**src/hw/rtl/sha_pkg.sv**
```systemverilog
// ----------------------------------------------------------------------------
// SHA-256 shared definitions
// Round constants, initial hash value, control structs, state codes and the
// bitwise functions of the compression round and the message schedule.
// ----------------------------------------------------------------------------
package sha_pkg;

	// Eight hash words; element 0 is word a / H0.
	typedef logic [7:0][31:0] word8_t;

	// Control of one cell of the message schedule chain.
	typedef struct packed {
		logic shift_byte;
		logic shift_word;
	} cell_ctrl_t;

	// Control of the round unit.
	typedef struct packed {
		logic load;
		logic step;
	} round_ctrl_t;

	// Sequencer states.
	typedef enum logic [4:0] {
		ST_IDLE  = 5'b00001,
		ST_PAD   = 5'b00010,
		ST_ROUND = 5'b00100,
		ST_FINAL = 5'b01000,
		ST_EMIT  = 5'b10000
	} state_t;

	// Item kinds.
	localparam logic KIND_BYTE = 1'b0;
	localparam logic KIND_END  = 1'b1;

	localparam int unsigned CELLS = 16;

	localparam logic [7:0] PAD_MARK   = 8'h80;
	localparam logic [5:0] LEN_POS    = 6'd56;
	localparam logic [5:0] FILL_LAST  = 6'd63;
	localparam logic [5:0] ROUND_LAST = 6'd63;
	localparam logic [2:0] LAST_WORD  = 3'd7;

	// Initial hash value, H7 in the top word down to H0 in the bottom word.
	localparam word8_t HASH_IV = {
		32'h5be0cd19, 32'h1f83d9ab, 32'h9b05688c, 32'h510e527f,
		32'ha54ff53a, 32'h3c6ef372, 32'hbb67ae85, 32'h6a09e667
	};

	localparam logic [31:0] ROUND_K [64] = '{
		32'h428a2f98, 32'h71374491, 32'hb5c0fbcf, 32'he9b5dba5,
		32'h3956c25b, 32'h59f111f1, 32'h923f82a4, 32'hab1c5ed5,
		32'hd807aa98, 32'h12835b01, 32'h243185be, 32'h550c7dc3,
		32'h72be5d74, 32'h80deb1fe, 32'h9bdc06a7, 32'hc19bf174,
		32'he49b69c1, 32'hefbe4786, 32'h0fc19dc6, 32'h240ca1cc,
		32'h2de92c6f, 32'h4a7484aa, 32'h5cb0a9dc, 32'h76f988da,
		32'h983e5152, 32'ha831c66d, 32'hb00327c8, 32'hbf597fc7,
		32'hc6e00bf3, 32'hd5a79147, 32'h06ca6351, 32'h14292967,
		32'h27b70a85, 32'h2e1b2138, 32'h4d2c6dfc, 32'h53380d13,
		32'h650a7354, 32'h766a0abb, 32'h81c2c92e, 32'h92722c85,
		32'ha2bfe8a1, 32'ha81a664b, 32'hc24b8b70, 32'hc76c51a3,
		32'hd192e819, 32'hd6990624, 32'hf40e3585, 32'h106aa070,
		32'h19a4c116, 32'h1e376c08, 32'h2748774c, 32'h34b0bcb5,
		32'h391c0cb3, 32'h4ed8aa4a, 32'h5b9cca4f, 32'h682e6ff3,
		32'h748f82ee, 32'h78a5636f, 32'h84c87814, 32'h8cc70208,
		32'h90befffa, 32'ha4506ceb, 32'hbef9a3f7, 32'hc67178f2
	};

	function automatic logic [31:0] ror(input logic [31:0] v, input int unsigned n);
		ror = (v >> n) | (v << (32 - n));
	endfunction

	function automatic logic [31:0] big_sig0(input logic [31:0] x);
		big_sig0 = ror(x, 2) ^ ror(x, 13) ^ ror(x, 22);
	endfunction

	function automatic logic [31:0] big_sig1(input logic [31:0] x);
		big_sig1 = ror(x, 6) ^ ror(x, 11) ^ ror(x, 25);
	endfunction

	function automatic logic [31:0] small_sig0(input logic [31:0] x);
		small_sig0 = ror(x, 7) ^ ror(x, 18) ^ (x >> 3);
	endfunction

	function automatic logic [31:0] small_sig1(input logic [31:0] x);
		small_sig1 = ror(x, 17) ^ ror(x, 19) ^ (x >> 10);
	endfunction

	function automatic logic [31:0] choose(input logic [31:0] e, input logic [31:0] f,
			input logic [31:0] g);
		choose = (e & f) ^ (~e & g);
	endfunction

	function automatic logic [31:0] majority(input logic [31:0] a, input logic [31:0] b,
			input logic [31:0] c);
		majority = (a & b) ^ (a & c) ^ (b & c);
	endfunction

endpackage

```
**src/hw/rtl/sha_cell.sv**
```systemverilog
// ----------------------------------------------------------------------------
// SHA-256 schedule cell
// One 32-bit word of the block buffer and message schedule window. Takes a
// byte or a whole word from its right-hand neighbour.
// ----------------------------------------------------------------------------
module sha_cell (
	input  logic               clk,
	input  sha_pkg::cell_ctrl_t ctrl,
	input  logic [31:0]        in_word,
	output logic [31:0]        word_q
);
	import sha_pkg::*;

	// A word shift moves the whole neighbour word in; a byte shift moves
	// the neighbour's top byte in at the bottom.
	always_ff @(posedge clk) begin
		if (ctrl.shift_word) begin
			word_q <= in_word;
		end else if (ctrl.shift_byte) begin
			word_q <= {word_q[23:0], in_word[31:24]};
		end
	end

endmodule

```
**src/hw/rtl/sha_round.sv**
```systemverilog
// ----------------------------------------------------------------------------
// SHA-256 round unit
// Holds the working variables a to h and performs one compression round
// per cycle.
// ----------------------------------------------------------------------------
module sha_round (
	input  logic                clk,
	input  sha_pkg::round_ctrl_t ctrl,
	input  sha_pkg::word8_t     hash_in,
	input  logic [31:0]         w,
	input  logic [31:0]         k,
	output sha_pkg::word8_t     vars_q
);
	import sha_pkg::*;

	logic [31:0] t1;
	logic [31:0] t2;

	// Temporaries of one round.
	always_comb begin
		t1 = vars_q[7] + big_sig1(vars_q[4]) + choose(vars_q[4], vars_q[5], vars_q[6])
			+ k + w;
		t2 = big_sig0(vars_q[0]) + majority(vars_q[0], vars_q[1], vars_q[2]);
	end

	// Load from the hash words at block start, otherwise rotate one round on a step.
	always_ff @(posedge clk) begin
		if (ctrl.load) begin
			vars_q <= hash_in;
		end else if (ctrl.step) begin
			vars_q <= {vars_q[6], vars_q[5], vars_q[4], vars_q[3] + t1,
				vars_q[2], vars_q[1], vars_q[0], t1 + t2};
		end
	end

endmodule

```
**src/hw/rtl/sha256_stream_hasher.sv**
```systemverilog
// ----------------------------------------------------------------------------
// SHA-256 stream hasher
// Takes message bytes and end-of-message items, pads and compresses each
// 64-byte block, and returns the eight digest words of every message.
// ----------------------------------------------------------------------------
//
// Channel  Handshake          Payload
// in       in_valid/in_stall  kind, data_byte
// out      out_valid/out_stall digest_word, word_index, last
//
// The 64th byte of a block starts the 64 rounds of the single round unit and
// then the hash update. An end item pads one byte per cycle to the end of its
// last block, runs the rounds and the hash update for each of its one or two
// blocks, then offers eight digest words, one per cycle while out_stall is low.
// in_stall is high whenever the sequencer is away from idle.
// Reset is asynchronous and restores the initial hash value and empty counts.
//
module sha256_stream_hasher (
	input  logic        clk,
	input  logic        arst_n,
	input  logic        in_valid,
	output logic        in_stall,
	input  logic        kind,
	input  logic [7:0]  data_byte,
	output logic        out_valid,
	input  logic        out_stall,
	output logic [31:0] digest_word,
	output logic [2:0]  word_index,
	output logic        last
);
	import sha_pkg::*;

	state_t       state_q;
	logic [5:0]   fill_q;
	logic [60:0]  byte_total_q;
	logic [5:0]   rnd_q;
	logic [2:0]   emit_q;
	logic         pad_q;
	logic         first_q;
	logic         tail_q;
	logic         fin_q;
	logic [63:0]  len_q;
	word8_t       hash_q;
	word8_t       vars;

	logic         in_take;
	logic         push;
	logic         len_phase;
	logic [7:0]   pad_byte;
	logic [7:0]   push_byte;
	logic [31:0]  new_w;
	cell_ctrl_t   cell_ctrl;
	round_ctrl_t  round_ctrl;
	logic [31:0]  cell_q  [CELLS];
	logic [31:0]  cell_in [CELLS];

	assign in_stall    = (state_q != ST_IDLE);
	assign in_take     = in_valid && !in_stall;
	assign out_valid   = (state_q == ST_EMIT);
	assign digest_word = hash_q[emit_q];
	assign word_index  = emit_q;
	assign last        = (emit_q == LAST_WORD);

	// Byte fed into the buffer: message data, the end marker, zeros or length.
	assign len_phase = tail_q && !first_q && (fill_q >= LEN_POS);
	assign pad_byte  = first_q ? PAD_MARK : (len_phase ? len_q[63:56] : 8'h00);
	assign push      = (in_take && kind == KIND_BYTE) || (state_q == ST_PAD);
	assign push_byte = (state_q == ST_PAD) ? pad_byte : data_byte;

	// Next schedule word from the window held in the chain.
	assign new_w = small_sig1(cell_q[14]) + cell_q[9] + small_sig0(cell_q[1]) + cell_q[0];

	assign cell_ctrl.shift_byte = push;
	assign cell_ctrl.shift_word = (state_q == ST_ROUND);

	assign round_ctrl.load = push && (fill_q == FILL_LAST);
	assign round_ctrl.step = (state_q == ST_ROUND);

	// Chain of schedule cells; the rightmost cell takes the new byte or word.
	genvar gi;
	generate
		for (gi = 0; gi < CELLS; gi++) begin : g_cell
			if (gi == CELLS - 1) begin : g_end
				assign cell_in[gi] = (state_q == ST_ROUND) ? new_w : {push_byte, 24'h000000};
			end else begin : g_mid
				assign cell_in[gi] = cell_q[gi + 1];
			end
			sha_cell u_cell (
				.clk     (clk),
				.ctrl    (cell_ctrl),
				.in_word (cell_in[gi]),
				.word_q  (cell_q[gi])
			);
		end
	endgenerate

	sha_round u_round (
		.clk     (clk),
		.ctrl    (round_ctrl),
		.hash_in (hash_q),
		.w       (cell_q[0]),
		.k       (ROUND_K[rnd_q]),
		.vars_q  (vars)
	);

	// Message length in bits, shifted out a byte at a time during padding.
	always_ff @(posedge clk) begin
		if (in_take && kind == KIND_END) begin
			len_q <= {byte_total_q, 3'b000};
		end else if (state_q == ST_PAD && len_phase) begin
			len_q <= {len_q[55:0], 8'h00};
		end
	end

	// Sequencer, counts and hash words.
	always_ff @(posedge clk or negedge arst_n) begin
		if (!arst_n) begin
			state_q      <= ST_IDLE;
			fill_q       <= '0;
			byte_total_q <= '0;
			rnd_q        <= '0;
			emit_q       <= '0;
			pad_q        <= 1'b0;
			first_q      <= 1'b0;
			tail_q       <= 1'b0;
			fin_q        <= 1'b0;
			hash_q       <= HASH_IV;
		end else begin
			case (state_q)
				ST_IDLE: begin
					if (in_take) begin
						if (kind == KIND_BYTE) begin
							fill_q       <= fill_q + 6'd1;
							byte_total_q <= byte_total_q + 61'd1;
							if (fill_q == FILL_LAST) begin
								state_q <= ST_ROUND;
								rnd_q   <= '0;
							end
						end else begin
							pad_q   <= 1'b1;
							first_q <= 1'b1;
							tail_q  <= 1'b0;
							fin_q   <= 1'b0;
							state_q <= ST_PAD;
						end
					end
				end
				ST_PAD: begin
					// A wrap in the tail block ends the message; any
					// earlier wrap leaves the length for the next block.
					fill_q  <= fill_q + 6'd1;
					first_q <= 1'b0;
					if (fill_q == FILL_LAST) begin
						if (tail_q) begin
							fin_q <= 1'b1;
						end else begin
							tail_q <= 1'b1;
						end
						state_q <= ST_ROUND;
						rnd_q   <= '0;
					end else if (first_q) begin
						tail_q <= (fill_q < LEN_POS);
					end
				end
				ST_ROUND: begin
					rnd_q <= rnd_q + 6'd1;
					if (rnd_q == ROUND_LAST) begin
						state_q <= ST_FINAL;
					end
				end
				ST_FINAL: begin
					for (int j = 0; j < 8; j++) begin
						hash_q[j] <= hash_q[j] + vars[j];
					end
					if (fin_q) begin
						state_q <= ST_EMIT;
						emit_q  <= '0;
					end else if (pad_q) begin
						state_q <= ST_PAD;
					end else begin
						state_q <= ST_IDLE;
					end
				end
				ST_EMIT: begin
					if (!out_stall) begin
						emit_q <= emit_q + 3'd1;
						if (emit_q == LAST_WORD) begin
							hash_q       <= HASH_IV;
							byte_total_q <= '0;
							pad_q        <= 1'b0;
							tail_q       <= 1'b0;
							fin_q        <= 1'b0;
							state_q      <= ST_IDLE;
						end
					end
				end
				default: begin
					state_q <= ST_IDLE;
				end
			endcase
		end
	end

	// The buffer is empty whenever digest words are offered.
	a_empty_on_emit: assert property (@(posedge clk) disable iff (!arst_n)
		out_valid |-> fill_q == 6'd0)
		else $error("digest offered with bytes pending");

	// The round count ends in the hash update.
	a_round_end: assert property (@(posedge clk) disable iff (!arst_n)
		(state_q == ST_ROUND && rnd_q == ROUND_LAST) |=> state_q == ST_FINAL)
		else $error("compression did not end in hash update");

	// A compression starts only on a full block.
	a_full_block: assert property (@(posedge clk) disable iff (!arst_n)
		$rose(state_q == ST_ROUND) |-> fill_q == 6'd0)
		else $error("compression started on a partial block");

	// After the last digest word the next message starts clean.
	a_restart: assert property (@(posedge clk) disable iff (!arst_n)
		(out_valid && !out_stall && last) |=>
			(byte_total_q == 61'd0 && hash_q == HASH_IV && state_q == ST_IDLE))
		else $error("hash state not restored after digest");

endmodule

```
**config.mk**
```make
export PLATFORM = sky130hd
export DESIGN_NAME = sha256_stream_hasher
export DESIGN_NICKNAME = d
export VERILOG_FILES = /design/src/hw/rtl/sha_pkg.sv /design/src/hw/rtl/sha_cell.sv /design/src/hw/rtl/sha_round.sv /design/src/hw/rtl/sha256_stream_hasher.sv
export SDC_FILE = /design/constraint.sdc
export NUM_CORES = 2
export LEC_CHECK = 0
export BUFFER_PORTS_ARGS = -buffer_cell sky130_fd_sc_hd__clkbuf_2
export CORE_ASPECT_RATIO = 0.8
export CORE_MARGIN = 2
export CORE_UTILIZATION = 47
export DETAILED_ROUTE_END_ITERATION = 10
export PLACE_DENSITY = 0.68
export SLEW_MARGIN = 5
export SYNTH_ARGS = -nofsm -noshare
export SYNTH_HDL_FRONTEND = slang
export SYNTH_SLANG_ARGS = --single-unit
```
**constraint.sdc**
```tcl
create_clock -name clk -period 54.5 [get_ports clk]
set_clock_uncertainty 0.15 [all_clocks]
set_input_delay 10.9 -clock clk [delete_from_list [all_inputs] [get_ports clk]]
set_output_delay 10.9 -clock clk [all_outputs]
set_load 0.005 [all_outputs]
```
==> flow_metrics.py <==
metrics = {
    "route": {
        "ant_nets": 0,
        "drt-met1-wl_um": 104000,
        "wl_met3_um": 25000,
        "vias": 61100,
        "routed_wirelength_um": 232000,
        "wl_per_cell_um": 22.2,
        "viasPerCell": 5.85,
        "drtPass1Iterations": 6,
        "drt_iter0_drc": 7324,
        "top_layer": "met5",
        "met2_length_um": 95700,
        "drc": 0,
    },
    "sta": {
        "slew_headroom_pct": 16.6,
        "setup_violations": 0,
        "maxSlewViolCount": 0,
        "hold_viol": 0,
        "rsz0062_at_grt": "false",
        "worstMarginPinSlew_ns": 1.24,
        "fmax_ghz": 0.0622,
        "tns_ns": 0,
        "fin_crit_sh_pct": 29.5,
        "period_needed_ns": 16.09,
        "hold_slack_ns": 0.314,
    },
    "synth": {
        "ys_seq_area_share_pct": 43.3,
        "synth_commonest_cells": "2,482 x nand2_1, 829 x edfxtp_1, 477 x o21ai_0, 450 x a21oi_1, 431 x clkbuf_1",
        "yosysUniqueCellTypes": 99,
        "synthCells": 8370,
        "synth_edf_count": 829,
        "syn_area_per_cell_um2": 9.27,
        "async_reset_ff_share_pct": 29.1,
        "synth_top_area_share_pct": 32.1,
        "yosysWarnings": 0,
        "yosys.cell_count.top_type": "nand2_1",
        "synth_area_mm2": 0.0776,
        "synth_seq_cells": 1170,
        "syn-num-nets": 8983,
        "netlist_top_cells_area": "edfxtp_1 32%, nand2_1 12%, dfrtp_1 6.6%, ha_1 6.5%, fa_1 5.1%",
        "synthFlopType": "edfxtp_1",
        "synth_top_cell_by_area": "edfxtp_1",
    },
    "power_and_ir_drop": {
        "clockPowerShare_pct": 29.0,
        "power_frac_seq_pct": 40.7,
        "power_switching_mw": 1.10,
        "switching_share_pct": 34.8,
        "combPwrFrac_pct": 30.3,
        "power.density_mw_per_mm2": 37.8,
        "p_leak_nw": 35.1,
        "p_int_mw": 2.07,
        "p_total_mw": 3.17,
        "vdd_ir_drop_max_uv": 37.2,
    },
    "clocking": {
        "cts_sinks": 1170,
        "cts_tree": "built",
        "clk-insertion-delay-late_ns": 0.81,
        "cts_made_buffers": 130,
        "cts-root-buf": "clkbuf_16",
        "clockBufferDepth": 3,
        "path_clk_slew_ns": 0.06,
        "htreeDepth": 4,
        "post_cts_buffers": 0,
        "cts_hold_buffers": 0,
        "cts_resized": 0,
    },
    "min_path": {
        "hp-start": "fill_q[5]",
        "hold_class": "reg2reg",
        "hold_depth": 1,
    },
    "global_routing": {
        "grt_overflow_total": 0,
        "grt_pass1_wl_um": 352000,
        "grt_max_degree": 235,
        "grt_pass1_vias": 57700,
        "grt.total_usage_pct": 27.1,
        "antenna_found_initial": 4,
    },
    "placed_design": {
        "hpwl_um": 164000,
        "dp_cells": 10200,
        "port_buffers": 50,
        "gp_congestion": 0.987,
    },
    "setup_path": {
        "cp_common_cell": "buf_4",
        "reg2reg_depth": 31,
        "worstReg2RegStart": "rnd_q[1]",
        "cp.arrival_ns": 16.34,
        "crit_path_start_kind": "input pin",
        "cpPeakStageDelay_ns": 0.99,
        "critPathKind": "in2reg",
        "crit_slowest_cell": "buf_4",
        "startpoint": "kind",
        "cp_max_fo": 91,
        "worst_ep_required_time_ns": 54.76,
        "cp-end-kind": "flop",
        "cp_cell_sequence": "clkbuf_2 > nand4b_1 > nand3_4 > buf_4 > buf_4 > buf_4 > buf_4",
    },
    "cells_and_area": {
        "fin_util_pct": 51.1,
        "area_delta_synth_final_pct": 8.16,
        "fill_cells": 14900,
        "fin_nets": 8772,
        "layout-drive-gt1-share_pct": 7.66,
        "fin_cells": 10400,
    },
    "floorplanning": {
        "die_w_um": 458,
        "num_rows": 133,
        "pin_count": 51,
        "start_util_pct": 47.3,
        "die_y_um": 367,
        "core_area_mm2": 0.164,
        "die_area_mm2": 0.168,
    },
    "job": {
        "maxCapViolCount": 0,
    },
    "status": {
        "status": "finished, final reports clean",
    },
}
==> power by group through the flow <==
stage          combinational (mW)  clock (mW)  sequential [mW]
2_1_floorplan               0.704           0             1.33
3_3_place_gp                0.922           0             1.30
3_5_place_dp                0.940           0             1.31
4_1_cts                     0.949       0.934             1.29
5_1_grt                      1.06       0.967             1.31
6_report                    0.961       0.922             1.29
==> metal layers <==
metal / global-route usage, % / up-vias
met4: 8.18 / 6
met2: 38.0 / 2680
met5: 0 / -
met1: 40.9 / 29600
li1: - / 28300
met3: 6.70 / 410
==> metrics by stage <==
stage | cell area (um^2) | setup slack (ns)
after global routing | 83900 | 38.02
after floorplan | 77600 | 26.62
after detailed placement | 79500 | 37.58
final | 83900 | 38.41
after global placement | 79500 | 37.71
after CTS | 83900 | 38.45
==> final timing paths <==
kind	endpoint	slack [ns]
min reg2reg	fill_q[5]	0.31
max in group asynchronous	word_index[0]	41.69
min in group asynchronous	hash_q[94]	10.00
max	g_cell[5].u_cell.word_q[9]	38.41
max reg2reg	u_round.vars_q[31]	43.84
min	fill_q[5]	0.31
==> critical path: cells and delay by family <==
family                 cells  cell delay, ns
buffers and inverters      5            3.70
and+or+nand+nor            2            1.51
==> layout make-up <==
type / count / area, um^2 / share of cell area [%]
multi-input combinational: 6440 / 41200 / 49.1
sequential: 1170 / 33600 / 40.1
clock buffer: 179 / 3590 / 4.28
tap: 2160 / 2700 / 3.22
inverter: 296 / 1120 / 1.33
timing repair buffer: 121 / 881 / 1.05
clock inverter: 62 / 808 / 0.963
antenna: 1 / 2.50 / 0.00298
==> sequential cells by signal, indices dropped and copies added (netlist names) <==
name	count
rnd_q	6
u_round.vars_q	256
fin_q	1
hash_q	256
g_cell.u_cell.word_q	512
fill_q	6
tail_q	1
pad_q	1
len_q	61
state_q	5
byte_total_q	61
word_index	3
first_q	1
==> kinds of logic after synthesis <==
group / count (synthesis) / share of synthesized area, %
buf+inv: 760 / 3.68
simple gates: 3494 / 18.6
compound gates: 1552 / 12.4
flops: 1170 / 43.3
fa+ha+maj: 622 / 11.9
mux: 153 / 3.18
xor+xnor: 619 / 6.99
==> placed cells by master (no fill, tap or decap), types with 14 or more instances in the layout <==
master,instances
clkbuf_1,36
fa_1,196
o211ai_1,26
mux2_2,40
a31oi_1,41
maj3_1,22
ha_1,404
clkinv_2,21
nor3_1,120
mux2i_1,42
or3_1,46
a21o_1,168
nor2b_1,56
xor2_1,256
dfrtp_1,198
inv_1,294
buf_4,64
dfstp_2,137
nand2b_1,74
a21oi_1,449
and3_1,42
o21ai_0,477
or2_2,16
clkbuf_16,132
nand3_1,144
nand2_1,2480
nor2_1,393
clkbuf_2,49
nand4_1,29
and2_1,23
and4_1,14
o21bai_1,29
mux4_2,71
o21a_1,61
edfxtp_1,829
a211oi_1,50
xnor2_1,363
o31ai_1,49
(Power assumes the default switching activity.)
